===== src/hw/rtl/skc_pkg.sv =====
package skc_pkg;

  // Fixed-point format of every field: Q16.16 in 32-bit words.
  localparam int unsigned DataW    = 32;
  localparam int unsigned FracBits = 16;

  // Square root datapath.
  localparam int unsigned SqW   = 2 * DataW;
  localparam int unsigned RootW = DataW;

  // Normalized distance R inside the support (R <= 2.0) needs 18 bits.
  localparam int unsigned RW   = 18;
  localparam int unsigned FacW = 19;
  localparam int unsigned NumW = 34;
  localparam int unsigned DenW = 19;
  localparam int unsigned QuoW = 18;

  localparam logic [RW-1:0]  QOne       = 18'd65536;
  localparam logic [RW-1:0]  QTwo       = 18'd131072;
  localparam logic [19:0]    QFour      = 20'd262144;
  localparam logic [16:0]    TwoThirds  = 17'd43690;
  // floor(x / 6) == (x * RecipSix) >> 18 for every x below 2^17.
  localparam logic [16:0]    RecipSix   = 17'd43691;
  localparam logic [63:0]    ClampCap   = 64'h7FFF_FFFF_FFFF_FFFF;

  typedef enum logic [1:0] {
    FuncKernel = 2'd0,
    FuncGrad   = 2'd1,
    FuncLap    = 2'd2,
    FuncNone   = 2'd3
  } skc_func_e;

  typedef enum logic [1:0] {
    RegSmooth    = 2'd0,
    RegInvSmooth = 2'd1,
    RegScale     = 2'd2
  } skc_reg_e;

  // Per-item data that rides along with the square root pipeline.
  typedef struct packed {
    skc_func_e         func;
    logic [DataW-1:0]  ax;
    logic [DataW-1:0]  ay;
    logic              nx;
    logic              ny;
  } skc_vec_t;

  // Per-item data that rides along with the divider pipeline.
  typedef struct packed {
    skc_vec_t          vec;
    logic              support;
    logic              need_div;
    logic              neg;
    logic [FacW-1:0]   fac;
  } skc_dside_t;

  // alpha / h^2, clamped, with its clamp flag.
  typedef struct packed {
    logic [63:0] value;
    logic        sat;
  } skc_coef_t;

  typedef struct packed {
    logic [DataW-1:0] value;
    logic             sat;
  } skc_enc_t;

endpackage


===== src/hw/rtl/skc_sqrt.sv =====
module skc_sqrt import skc_pkg::*; (
  input  logic             clk_i,
  input  logic             rst_ni,
  input  logic             en_i,
  input  logic             valid_i,
  input  logic [SqW-1:0]   radicand_i,
  input  skc_vec_t         side_i,
  output logic             valid_o,
  output logic [RootW-1:0] root_o,
  output skc_vec_t         side_o
);

  localparam int unsigned RemW = RootW + 3;

  logic [RootW-1:0] valid_q, valid_d;
  logic [RemW-1:0]  rem_q  [RootW];
  logic [RemW-1:0]  rem_d  [RootW];
  logic [RootW-1:0] root_q [RootW];
  logic [RootW-1:0] root_d [RootW];
  logic [SqW-1:0]   rad_q  [RootW];
  logic [SqW-1:0]   rad_d  [RootW];
  skc_vec_t         side_q [RootW];
  skc_vec_t         side_d [RootW];

  // One result bit per stage, restoring digit recurrence.
  always_comb begin
    logic [RemW-1:0]  rem_in, rsh, trial;
    logic [RootW-1:0] root_in;
    logic [SqW-1:0]   rad_in;
    logic             ge;
    for (int k = 0; k < RootW; k++) begin
      if (k == 0) begin
        rem_in     = '0;
        root_in    = '0;
        rad_in     = radicand_i;
        valid_d[k] = valid_i;
        side_d[k]  = side_i;
      end else begin
        rem_in     = rem_q[k-1];
        root_in    = root_q[k-1];
        rad_in     = rad_q[k-1];
        valid_d[k] = valid_q[k-1];
        side_d[k]  = side_q[k-1];
      end
      rsh       = {rem_in[RemW-3:0], rad_in[SqW-1:SqW-2]};
      trial     = {1'b0, root_in, 2'b01};
      ge        = rsh >= trial;
      rem_d[k]  = ge ? (rsh - trial) : rsh;
      root_d[k] = {root_in[RootW-2:0], ge};
      rad_d[k]  = {rad_in[SqW-3:0], 2'b00};
    end
  end

  always_ff @(posedge clk_i or negedge rst_ni) begin
    if (!rst_ni) begin
      valid_q <= '0;
    end else if (en_i) begin
      valid_q <= valid_d;
    end
  end

  always_ff @(posedge clk_i) begin
    if (en_i) begin
      rem_q  <= rem_d;
      root_q <= root_d;
      rad_q  <= rad_d;
      side_q <= side_d;
    end
  end

  assign valid_o = valid_q[RootW-1];
  assign root_o  = root_q[RootW-1];
  assign side_o  = side_q[RootW-1];

endmodule


===== config.mk =====
export PLATFORM = sky130hd
export DESIGN_NAME = skc_sqrt
export DESIGN_NICKNAME = d
export VERILOG_FILES = /design/src/hw/rtl/skc_pkg.sv /design/src/hw/rtl/skc_sqrt.sv
export SDC_FILE = /design/constraint.sdc
export NUM_CORES = 2
export LEC_CHECK = 0
export BUFFER_PORTS_ARGS = -buffer_cell sky130_fd_sc_hd__clkbuf_2
export CORE_ASPECT_RATIO = 1.75
export CORE_MARGIN = 3
export CORE_UTILIZATION = 65
export CTS_BUF_LIST = sky130_fd_sc_hd__clkbuf_4 sky130_fd_sc_hd__clkbuf_8
export DETAILED_ROUTE_END_ITERATION = 8
export PLACE_DENSITY = 0.92
export SYNTH_ARGS = -nofsm -noshare
export SYNTH_HDL_FRONTEND = slang
export SYNTH_SLANG_ARGS = --single-unit
export TNS_END_PERCENT = 1

===== constraint.sdc =====
create_clock -name clk_i -period 4.3 [get_ports clk_i]
set_clock_uncertainty 0.15 [all_clocks]
set_input_delay 1.29 -clock clk_i [delete_from_list [all_inputs] [get_ports clk_i]]
set_output_delay 1.29 -clock clk_i [all_outputs]
set_load 0.05 [all_outputs]

# Word-level counts from Yosys, hierarchy flattened

Cells that the tools add are included.

Bits in registers: 4721
Input port bits: 136
Output and inout bits: 101
Logic and storage cells: 350

Add/subtract/negate cells: 31
$lt $le $gt $ge: 32
Mux-type cells: 31

Operator list:

| operator                                         | number |
|---|---|
| 33-bit 2-to-1 mux                                | 30 |
| 35-bit by 10-bit >= comparator with 1-bit output | 1 |
| 35-bit by 11-bit >= comparator with 1-bit output | 1 |
| 35-bit by 12-bit >= comparator with 1-bit output | 1 |
| 35-bit by 13-bit >= comparator with 1-bit output | 1 |
| 35-bit by 14-bit >= comparator with 1-bit output | 1 |
| 35-bit by 15-bit >= comparator with 1-bit output | 1 |
| 35-bit by 16-bit >= comparator with 1-bit output | 1 |
| 35-bit by 17-bit >= comparator with 1-bit output | 1 |
| 35-bit by 18-bit >= comparator with 1-bit output | 1 |
| 35-bit by 19-bit >= comparator with 1-bit output | 1 |
| 35-bit by 20-bit >= comparator with 1-bit output | 1 |
| 35-bit by 21-bit >= comparator with 1-bit output | 1 |
| 35-bit by 22-bit >= comparator with 1-bit output | 1 |
| 35-bit by 23-bit >= comparator with 1-bit output | 1 |
| 35-bit by 24-bit >= comparator with 1-bit output | 1 |
| 35-bit by 25-bit >= comparator with 1-bit output | 1 |
| 35-bit by 26-bit >= comparator with 1-bit output | 1 |
| 35-bit by 27-bit >= comparator with 1-bit output | 1 |
| 35-bit by 28-bit >= comparator with 1-bit output | 1 |
| 35-bit by 29-bit >= comparator with 1-bit output | 1 |
| 35-bit by 3-bit >= comparator with 1-bit output  | 1 |
| 35-bit by 30-bit >= comparator with 1-bit output | 1 |
| 35-bit by 31-bit >= comparator with 1-bit output | 1 |
| 41 further kinds                                 | 41 |

# Longest topological paths before layout

Depth after elaboration: 2
Mapped depth: 14
Mapped depth without buffers: 12

# Worst setup path after synthesis

No wires, ideal clock.

Kind: reg2reg
From: reg rem_q[490] (netlist bit)
To: reg rem_q[469] (netlist bit) (data pin)
Setup time: 260 ps
Arrival: 3271 ps
Data required time: 3890 ps
Setup slack: 619 ps
Cell stages (with the launch flop): 11
Path buffers: 1
Path through: edfxtp_1 > ha_1 > o21a_1 > o21ai_0 > a21oi_1 > or4b_2 > a41oi_1 > o31ai_1 > a21boi_2 > buf_2 > mux2_2

RTL lines:

| what                   | line           | source |
|---|---|---|
| from (decl)            | skc_sqrt.sv:16 | `logic [RemW-1:0] rem_q [RootW];` |
| from (signal assigned) | skc_sqrt.sv:64 | `rem_q <= rem_d;` |

==> results.cfg <==
[outcome]
status = completed

[clock_network]
cts_tree = built
clockBufferDepth = 4
cts_setup_buffers = 0
clk_latency_ns = 1.07
cts.sinks = 4703
path_clk_slew_ns = 0.07
cts_max_level = 6
numCtsBuffers = 624
clock_tree.root_cell = clkbuf_8

[floorplanning]
rows = 257
die_area_um2 = 289000
die_y_um = 708
core_area_um2 = 280000
die_x_um = 407
ios = 237
start_util = 0.654

[sta]
fmax_mhz = 238
finalCriticalPeriod_ns = 4.20
relSlewSlack = 0.296
worst_pin_slew_ns = 1.06
finalCritPeriodShare = 0.976
fin_setup_tns_ns = 0
worst_slack_ns = 0.103
rsz0062_at_grt = no
slew_violations = 0
setup_violations = 0
hold_viol_final = 0

[grt]
overflow = 0
grt_max_degree = 150
antenna_found_initial = 9
grt_usage = 0.254
grt_pass1_vias = 101000
grt_pass1_wl_um = 559000

[run]
cap_violations = 0

[logic_synthesis]
async_flop_share = 0.00680
synth_fp_nets = 12100
syn_inst = 11400
synth_seq_cells = 4703
yosys_warnings = 0
synth_top_flop_cell = edfxtp_1
syn-mean-instance-area_um2 = 16.1
netlist_area_um2 = 183000
yosysSeqAreaShare = 0.770
synth_edf_count = 4671
yosysUniqueCellTypes = 99

[cells_and_area]
layout.nets = 13000
layout-drive-gt1-share = 0.132
area.sequential_um2 = 141000
fill_cells = 16500
area_delta_synth_final_pct = 11.4
multi_input_area_um2 = 38800

[route]
drt-total-wl_um = 370000
route.detailed.drc = 0
num_vias = 96400
vias_per_cell = 5.81
drt_iter0_drc = 6992
drtPass1Iterations = 8
antenna_left = 0
routedWlPerCell_um = 22.3

[critical_path]
slowest_delay_ns = 0.75
crit_path_cell_trace = ha_1, o21a_1, o21ai_1, a21oi_1, or4b_2, a41oi_1, buf_4, o31ai_1, a21boi_2, buf_12, buf_4, o21ai_0
path_delay_family = compound AO/OA/AOI/OAI gates
arrival_ns = 4.82
cp.buffers_inverters = 3
cp.required_ns = 4.92
worstPathMaxFanout = 21
critical_path.most_common_cell = buf_4
startpoint_type = flip-flop
worstSetupPathType = flip-flop to flip-flop
crit_path_end_kind = flip-flop
crit_slowest_cell = o31ai_1

[worst_hold_path]
hold_path.class = input port to async pin

[placed_design]
pre_cts_slack_ns = 0.186
port_buffers = 236
place_congestion = 0.990
dp_hpwl_um = 262000

[power]
ir_drop_mv = 0.483
power_density_nw_per_um2 = 527
leakagePower_nw = 75.6
report_power, final:
| part | internal, W | leakage [nW] | switching (W) |
|---|---|---|---|
| sequential | 0.0559 | 45.7 | 0.00259 |
| clock | 0.0170 | 6.43 | 0.0158 |
| combinational | 0.00639 | 23.4 | 0.00992 |
final cells by class:
type | count | area share
clock buffers | 782 | 0.0482
clock inverters | 322 | 0.0119
inverters | 736 | 0.0135
multi-input cells | 5726 | 0.190
well taps | 3755 | 0.0230
repair buffers | 551 | 0.0219
diodes | 8 | 0.0000981
flip-flops and latches | 4703 | 0.691
metrics by stage:
| step | instances | power [W] | utilization | cell area [µm²] | hold slack [ns] |
|---|---|---|---|---|---|
| 5_1_grt | 16600 | 0.112 | 0.728 | 204000 | 0.150 |
| 3_5_place_dp | 15500 | 0.0755 | 0.684 | 192000 | 0.255 |
| 4_1_cts | 16600 | 0.108 | 0.728 | 204000 | 0.0791 |
| 3_3_place_gp | 15500 | 0.0747 | 0.684 | 192000 | 0.250 |
| 2_1_floorplan | 11400 | 0.0689 | - | 183000 | 0.250 |
| 6_report | 16600 | 0.108 | 0.728 | 204000 | 0.172 |
timing repair:
| action | CTS | global route |
|---|---|---|
| endpoints found under the setup margin | 0 | 12 |
| resized for setup | 0 | 2 |
| hold buffers | 0 | 0 |
| endpoints found under the hold margin | 0 | 0 |
final timing paths:
path                        startpoint     endpoint  slack (ns)  cells past startpoint
min in group clk_i         side_d[501]  side_d[433]        0.25                      0
max in group asynchronous       rst_ni  valid_q[17]        3.34                      1
max                         rem_q[490]   rem_q[459]        0.10                     12
min                             rst_ni  valid_q[28]        0.17                      1
min reg2reg                side_d[501]  side_d[433]        0.25                      0
max reg2reg                 rem_q[490]   rem_q[459]        0.10                     12
synthesized netlist by cell type (43+ instances only):
cell / instances / area, µm²
o21ai_0: 490 / 2450
a21oi_1: 571 / 2860
or4_1: 60 / 450
nor3_1: 222 / 1110
a31oi_1: 43 / 269
or3_1: 106 / 663
xor2_1: 407 / 3560
nand3_1: 165 / 826
ha_1: 561 / 7020
a211oi_1: 56 / 420
nor2_1: 552 / 2070
edfxtp_1: 4671 / 140000
inv_1: 734 / 2760
nand4_1: 117 / 732
a21o_1: 226 / 1700
and3_1: 77 / 482
o21bai_1: 58 / 435
o21a_1: 103 / 773
or2_2: 48 / 300
clkbuf_1: 153 / 574
xnor2_1: 365 / 3200
nand2b_1: 92 / 576
nor2b_1: 78 / 488
mux2_2: 106 / 1190
nor4_1: 129 / 807
o31ai_1: 72 / 541
nand2_1: 610 / 2290
per-layer routing:
layer  track usage  routed length, µm  vias to the layer above
li1              -                  -                    45000
met2         0.502             212000                     3133
met3        0.0344              14600                     1238
met1         0.236             115000                    47000
met5             0                  0                        -
met4         0.176              28300                        0
state kept, by name, indices dropped and copies added (netlist names):
signal	cells
side_d	2108
rem_q	975
rad_d	930
root_d	496
side_o	68
rad_q	62
root_o	32
valid_q	32
cells by family after synthesis:
group                    synth area share
AO/OA/AOI/OAI                      0.0637
XOR/XNOR                           0.0369
adder cells (fa/ha/maj)            0.0383
buffers and inverters              0.0191
flip-flops                          0.770
multiplexers                      0.00733
other                           0.0000205
AND/OR/NAND/NOR                    0.0650
placed cells by master (no fill, tap or decap), types with 77 or more instances in the layout:
| master | instances |
|---|---|
| a21o_1 | 226 |
| a21oi_1 | 569 |
| and3_1 | 77 |
| buf_4 | 243 |
| clkbuf_2 | 235 |
| clkbuf_4 | 147 |
| clkbuf_8 | 635 |
| clkinv_1 | 158 |
| clkinv_2 | 84 |
| edfxtp_1 | 4671 |
| ha_1 | 561 |
| inv_1 | 734 |
| mux2_2 | 106 |
| nand2_1 | 610 |
| nand2b_1 | 92 |
| nand3_1 | 165 |
| nand4_1 | 117 |
| nor2_1 | 551 |
| nor2b_1 | 78 |
| nor3_1 | 222 |
| nor4_1 | 127 |
| o21a_1 | 103 |
| o21ai_0 | 489 |
| or3_1 | 106 |
| xnor2_1 | 365 |
| xor2_1 | 407 |
(Power assumes the default switching activity.)
