===== src/hw/rtl/skc_pkg.sv =====
package skc_pkg;

  // Fixed-point format of every field: Q16.16 in 32-bit words.
  localparam int unsigned DataW    = 32;
  localparam int unsigned FracBits = 16;

  // Square root datapath.
  localparam int unsigned SqW   = 2 * DataW;
  localparam int unsigned RootW = DataW;

  // Normalized distance R inside the support (R <= 2.0) needs 18 bits.
  localparam int unsigned RW   = 18;
  localparam int unsigned FacW = 19;
  localparam int unsigned NumW = 34;
  localparam int unsigned DenW = 19;
  localparam int unsigned QuoW = 18;

  localparam logic [RW-1:0]  QOne       = 18'd65536;
  localparam logic [RW-1:0]  QTwo       = 18'd131072;
  localparam logic [19:0]    QFour      = 20'd262144;
  localparam logic [16:0]    TwoThirds  = 17'd43690;
  // floor(x / 6) == (x * RecipSix) >> 18 for every x below 2^17.
  localparam logic [16:0]    RecipSix   = 17'd43691;
  localparam logic [63:0]    ClampCap   = 64'h7FFF_FFFF_FFFF_FFFF;

  typedef enum logic [1:0] {
    FuncKernel = 2'd0,
    FuncGrad   = 2'd1,
    FuncLap    = 2'd2,
    FuncNone   = 2'd3
  } skc_func_e;

  typedef enum logic [1:0] {
    RegSmooth    = 2'd0,
    RegInvSmooth = 2'd1,
    RegScale     = 2'd2
  } skc_reg_e;

  // Per-item data that rides along with the square root pipeline.
  typedef struct packed {
    skc_func_e         func;
    logic [DataW-1:0]  ax;
    logic [DataW-1:0]  ay;
    logic              nx;
    logic              ny;
  } skc_vec_t;

  // Per-item data that rides along with the divider pipeline.
  typedef struct packed {
    skc_vec_t          vec;
    logic              support;
    logic              need_div;
    logic              neg;
    logic [FacW-1:0]   fac;
  } skc_dside_t;

  // alpha / h^2, clamped, with its clamp flag.
  typedef struct packed {
    logic [63:0] value;
    logic        sat;
  } skc_coef_t;

  typedef struct packed {
    logic [DataW-1:0] value;
    logic             sat;
  } skc_enc_t;

endpackage


===== src/hw/rtl/skc_div.sv =====
module skc_div import skc_pkg::*; (
  input  logic            clk_i,
  input  logic            rst_ni,
  input  logic            en_i,
  input  logic            valid_i,
  input  logic [NumW-1:0] num_i,
  input  logic [DenW-1:0] den_i,
  input  skc_dside_t      side_i,
  output logic            valid_o,
  output logic [QuoW-1:0] quo_o,
  output skc_dside_t      side_o
);

  localparam int unsigned RemW = DenW + QuoW - 1;

  logic [QuoW-1:0] valid_q, valid_d;
  logic [RemW-1:0] rem_q  [QuoW];
  logic [RemW-1:0] rem_d  [QuoW];
  logic [DenW-1:0] den_q  [QuoW];
  logic [DenW-1:0] den_d  [QuoW];
  logic [QuoW-1:0] quo_q  [QuoW];
  logic [QuoW-1:0] quo_d  [QuoW];
  skc_dside_t      side_q [QuoW];
  skc_dside_t      side_d [QuoW];

  // Restoring division, most significant quotient bit first, one bit per stage.
  always_comb begin
    logic [RemW-1:0] rem_in, dsh;
    logic [DenW-1:0] den_in;
    logic [QuoW-1:0] quo_in;
    logic            ge;
    for (int k = 0; k < QuoW; k++) begin
      if (k == 0) begin
        rem_in     = RemW'(num_i);
        den_in     = den_i;
        quo_in     = '0;
        valid_d[k] = valid_i;
        side_d[k]  = side_i;
      end else begin
        rem_in     = rem_q[k-1];
        den_in     = den_q[k-1];
        quo_in     = quo_q[k-1];
        valid_d[k] = valid_q[k-1];
        side_d[k]  = side_q[k-1];
      end
      dsh      = RemW'(den_in) << (QuoW - 1 - k);
      ge       = rem_in >= dsh;
      rem_d[k] = ge ? (rem_in - dsh) : rem_in;
      quo_d[k] = {quo_in[QuoW-2:0], ge};
      den_d[k] = den_in;
    end
  end

  always_ff @(posedge clk_i or negedge rst_ni) begin
    if (!rst_ni) begin
      valid_q <= '0;
    end else if (en_i) begin
      valid_q <= valid_d;
    end
  end

  always_ff @(posedge clk_i) begin
    if (en_i) begin
      rem_q  <= rem_d;
      den_q  <= den_d;
      quo_q  <= quo_d;
      side_q <= side_d;
    end
  end

  assign valid_o = valid_q[QuoW-1];
  assign quo_o   = quo_q[QuoW-1];
  assign side_o  = side_q[QuoW-1];

endmodule


===== config.mk =====
export PLATFORM = sky130hd
export DESIGN_NAME = skc_div
export DESIGN_NICKNAME = d
export VERILOG_FILES = /design/src/hw/rtl/skc_pkg.sv /design/src/hw/rtl/skc_div.sv
export SDC_FILE = /design/constraint.sdc
export NUM_CORES = 2
export LEC_CHECK = 0
export BUFFER_PORTS_ARGS = -buffer_cell sky130_fd_sc_hd__buf_2
export CELL_PAD_IN_SITES_DETAIL_PLACEMENT = 1
export CELL_PAD_IN_SITES_GLOBAL_PLACEMENT = 2
export CORE_MARGIN = 2
export CORE_UTILIZATION = 51
export CTS_CLUSTER_SIZE = 24
export DETAILED_ROUTE_END_ITERATION = 12
export HOLD_SLACK_MARGIN = 0.12
export PLACE_DENSITY_LB_ADDON = 0.1
export RECOVER_POWER = 50
export SYNTH_ARGS = -nofsm -noshare
export SYNTH_HDL_FRONTEND = slang
export SYNTH_SLANG_ARGS = --single-unit

===== constraint.sdc =====
create_clock -name clk_i -period 5.96 [get_ports clk_i]
set_clock_uncertainty 0.2 [all_clocks]
set_input_delay 1.192 -clock clk_i [delete_from_list [all_inputs] [get_ports clk_i]]
set_output_delay 1.192 -clock clk_i [all_outputs]
set_load 0.01 [all_outputs]

# Word-level counts from Yosys, hierarchy flattened
# Index checks and enable logic that the tools add are counted.
word_totals:
  latch_bits: 0
  elab_cells: 268
  ram_bits: 0
  input_bits: 147
  register_bits: 2744
  romBits: 0
  memories: 0
classes:
  bitwise_logic: 0
  n_eq_ne: 0
  reduce_logical: 0
  muxes: 17
  div_mod_pow: 0
  add_sub_neg: 17
  shifts: 0
  multipliers: 0
  order_cmp: 18
op_table:
  columns: ["op", "count"]
  rows:
  - ["$mux 36", 16]
  - ["$ge 34x36->1", 1]
  - ["$ge 36x19->1", 1]
  - ["$ge 36x20->1", 1]
  - ["$ge 36x21->1", 1]
  - ["$ge 36x22->1", 1]
  - ["$ge 36x23->1", 1]
  - ["$ge 36x24->1", 1]
  - ["$ge 36x25->1", 1]
  - ["$ge 36x26->1", 1]
  - ["$ge 36x27->1", 1]
  - ["$ge 36x28->1", 1]
  - ["$ge 36x29->1", 1]
  - ["$ge 36x30->1", 1]
  - ["$ge 36x31->1", 1]
  - ["$ge 36x32->1", 1]
  - ["$ge 36x33->1", 1]
  - ["$ge 36x34->1", 1]
  - ["$ge 36x35->1", 1]
  - ["$sub 34x36->36", 1]
  - ["$sub 36x20->36", 1]
  - ["$sub 36x21->36", 1]
  - ["$sub 36x22->36", 1]
  - ["$sub 36x23->36", 1]
  - ["13 further kinds", 13]

# Logic depth before layout (Yosys ltp)
logic_depth:
  word_depth: 2
  depth_mapped: 14
  ltp_nobuf: 13

# Worst setup path before layout
# OpenSTA, ideal clock, no wires.
synth_timing:
  kind: "input port to flip-flop"
  startpoint: "in den_i[4]"
  endpoint: "reg rem_q[643] (netlist name), data pin"
  t_arrival_ps: 3435
  required_time_ps: 5506
  setup_time_ps: 254
  path_stages: 12
  n_path_buf: 2
  slack_ps: 2070
  cell_sequence: "inv_1 ha_1 a21oi_1 o21ai_0 or3_1 o221ai_1 a311oi_1 o311a_1 a21o_1 clkbuf_1 clkbuf_1 o21a_1"
synth_rtl:
  columns: ["item", "line", "source"]
  rows:
  - ["from (decl)", "skc_div.sv:7", "input logic [DenW-1:0] den_i,"]
  - ["to (signal assigned)", "skc_div.sv:64", "rem_q <= rem_d;"]
  - ["to (decl)", "skc_div.sv:17", "logic [RemW-1:0] rem_q [QuoW];"]

# Worst setup path after layout
layout_timing:
  startpoint: "in en_i"
  endpoint: "reg side_q (netlist bit side_d[993]), enable pin"
layout_rtl:
  columns: ["item", "line", "source"]
  rows:
  - ["from (decl)", "skc_div.sv:4", "input logic en_i,"]
  - ["to (signal assigned)", "skc_div.sv:67", "side_q <= side_d;"]
  - ["to (decl)", "skc_div.sv:23", "skc_dside_t side_q [QuoW];"]
# No word-level cell between the ends.

==> out/metrics.yaml <==
die_area_um2: 211000
core.rowCount: 167
ys_seq_elements: 2744
start_kind: "input port"
max_stage_delay_ps: 2350
r2r_end: "rem_q[498]$_DFFE_PP_"
area_growth_pct: 13.8
worstReg2RegStart: "den_d[248]$_DFFE_PP_"
core_um2: 207000
clk_latency_ps: 930
arrival_ps: 4930
ant_nets: 0
start_util: 0.512
worstSetupEndpointType: "flop"
vias: 51900
io_pins: 256
r2r_cells: 11
failed_checks: "max-capacitance violations, max-slew violations"
overflow: 0
wirelength_um: 196000
fmax_ghz: 0.216
syn-num-nets: 6842
final.min_clock_period_ps: 4620
cts_max_level: 5
cp_cell_sequence: "clkbuf_2 > clkbuf_1"
numCtsBuffers: 301
worst-path-max-fanout: 94
finalSetupTns_ps: 0
die_y_um: 459
maxCapViolations: 2
critical_path_class: "in2reg"
routed_via_density: 5.28
clk_pin_slew_worst_paths_ps: 60
critical_path.top_delay_family: "buffers and inverters"
cp-startpoint: "en_i"
rrSetupSlack_ps: 1530
cp_slowest_cell: "clkbuf_2"
powerDensity_nw_per_um2: 442
detail_route.iter0.violations: 3004
clkSinkCount: 2744
layout-drive-gt1-share: 0.116
rsz0062_at_grt: "false"
cts_resized: 0
cts_root_buffer: "clkbuf_16"
post-dp-hpwl_um: 134000
slew_viol_final: 107
wire_per_inst_um: 19.9
drc: 0
relSlewSlack: -1.44
synth_area_per_cell_um2: 16.7
grt.total_usage: 0.184
final_nets: 7400
grt_pass1_vias: 54800
synth_edf_count: 2726
yosys_warnings: 0
design_area_um2: 120000
critPathBufInv: 2
ir_drop_mv: 0.375
p_leak_nw: 43.7
grt_pass1_wl_um: 302000
critical_path_required_ps: 6270
cts_tree: "yes"
numPortBuffers: 255
antenna_found_initial: 9
status: "complete, but fails checks"
seq_area_frac_synth: 0.779
power_w: 0.0532
async_reset_ff_frac: 0.00656
hold_path.class: "reg2reg"
synth.distinct_cells: 83
syn_inst: 6338
finalHoldViolCount: 0
synth_ff_type: "edfxtp_1"
pre_cts_ws_ps: 1260
grt_start_max_net_pins: 155
syn_area_um2: 106000
postCtsSetupBuffers: 0
die_w_um: 459
setup_violations: 0
gp_congestion: 0.879
finalCritPeriodShare: 0.776
tightest_slew_ps: 3660
dr.pass1.iters: 5
cp.depth: 2
crit_path_end: "side_d[993]$_DFFE_PP_"
ctsHoldBuffers: 1
setup_ws_ps: 1340
cts_buffer_depth: 4
place_area_um2: 111000
[registers in the layout (all words and copies together) (netlist names)]
register / cells
valid_q: 18
den_d: 323
side_o: 90
side_d: 1530
rem_q: 612
quo_d: 153
quo_o: 18
[per-stage QoR]
stage | hold slack [ps] | std cells | utilization
final | 171 | 9823 | 0.582
after global routing | 176 | 9820 | 0.582
after CTS | 151 | 9818 | 0.583
after detailed placement | 205 | 9296 | 0.537
after global placement | 200 | 9296 | 0.537
after floorplan | 200 | 6338 | -
[logic make-up after synthesis]
kind of cell | Yosys count | synth area share
flops | 2744 | 0.779
buf+inv | 502 | 0.0179
simple gates | 1212 | 0.0570
fa+ha+maj | 357 | 0.0435
compound gates | 1052 | 0.0617
xor+xnor | 371 | 0.0307
mux | 100 | 0.0106
[cells in the final DEF (no fill, tap or decap), types with 17 or more instances in the layout]
master	count
a211oi_1	29
a21o_1	103
a21oi_1	335
a31oi_1	26
and2_1	19
and3_1	25
buf_12	25
buf_2	217
buf_4	31
bufinv_16	26
clkbuf_1	116
clkbuf_16	306
clkinv_1	49
clkinv_2	38
dfrtp_1	18
edfxtp_1	2726
fa_1	17
ha_1	340
inv_1	432
mux2_2	94
nand2_1	331
nand2b_1	57
nand3_1	59
nand4_1	49
nor2_1	299
nor2b_1	61
nor3_1	101
nor4_1	55
o211ai_1	24
o21a_1	62
o21ai_0	280
o21bai_1	30
o31ai_1	24
or2_2	19
or3_1	42
xnor2_1	198
xor2_1	173
[cell type report]
class / count / area, um^2
Antenna cell: 5 / 12.5
Clock buffer: 379 / 7990
Clock inverter: 142 / 1400
Fill cell: 18800 / 86400
Inverter: 433 / 1630
Multi-Input combinational cell: 3092 / 21600
Sequential cell: 2744 / 82300
Tap cell: 2704 / 3380
Timing Repair Buffer: 324 / 2020
[per-layer routing]
metal  up-vias  GRT usage  part of all wire
met5         -          0                 0
met4         0     0.0683             0.035
met3       373     0.0260             0.028
met1     25600      0.219              0.41
li1      25200          -                 -
met2       758      0.336              0.52
[report_power, final]
| part | switching, W | internal, W |
|---|---|---|
| Sequential | 0.00136 | 0.0242 |
| Clock | 0.00708 | 0.0106 |
| Combinational | 0.00574 | 0.00421 |
[Yosys cell counts (17+ instances only)]
cell type | instances | share of area
inv_1 | 432 | 0.015
mux2_2 | 94 | 0.010
a21oi_1 | 336 | 0.016
or3_1 | 42 | 0.0025
nor3_1 | 101 | 0.0048
a211oi_1 | 29 | 0.0021
o21a_1 | 62 | 0.0044
nor2b_1 | 62 | 0.0037
nand2_1 | 331 | 0.012
or2_2 | 19 | 0.0011
a31oi_1 | 27 | 0.0016
nand2b_1 | 57 | 0.0034
and3_1 | 25 | 0.0015
o31ai_1 | 24 | 0.0017
o21ai_0 | 280 | 0.013
clkbuf_1 | 59 | 0.0021
xnor2_1 | 198 | 0.016
o21bai_1 | 30 | 0.0021
nor4_1 | 55 | 0.0033
and2_1 | 19 | 0.0011
a21o_1 | 103 | 0.0073
xor2_1 | 173 | 0.014
o211ai_1 | 24 | 0.0017
nand4_1 | 49 | 0.0029
dfrtp_1 | 18 | 0.0043
nor2_1 | 299 | 0.011
fa_1 | 17 | 0.0032
nand3_1 | 59 | 0.0028
edfxtp_1 | 2726 | 0.77
ha_1 | 340 | 0.040
[how the worst min path moves through the flow]
stage / from / end / slack, ps / depth (start not counted)
6_report: quo_d[132]$_DFFE_PP_ / quo_d[115]$_DFFE_PP_ / 170 / 0
3_3_place_gp: quo_d[83]$_DFFE_PP_ / quo_d[66]$_DFFE_PP_ / 200 / 0
5_1_grt: side_i[18] / side_d[1458]$_DFFE_PP_ / 180 / 1
2_1_floorplan: quo_d[117]$_DFFE_PP_ / quo_d[100]$_DFFE_PP_ / 200 / 0
3_5_place_dp: side_d[176]$_DFFE_PP_ / side_d[86]$_DFFE_PP_ / 210 / 0
4_1_cts: side_i[18] / side_d[1458]$_DFFE_PP_ / 150 / 1
(Power assumes the default switching activity.)
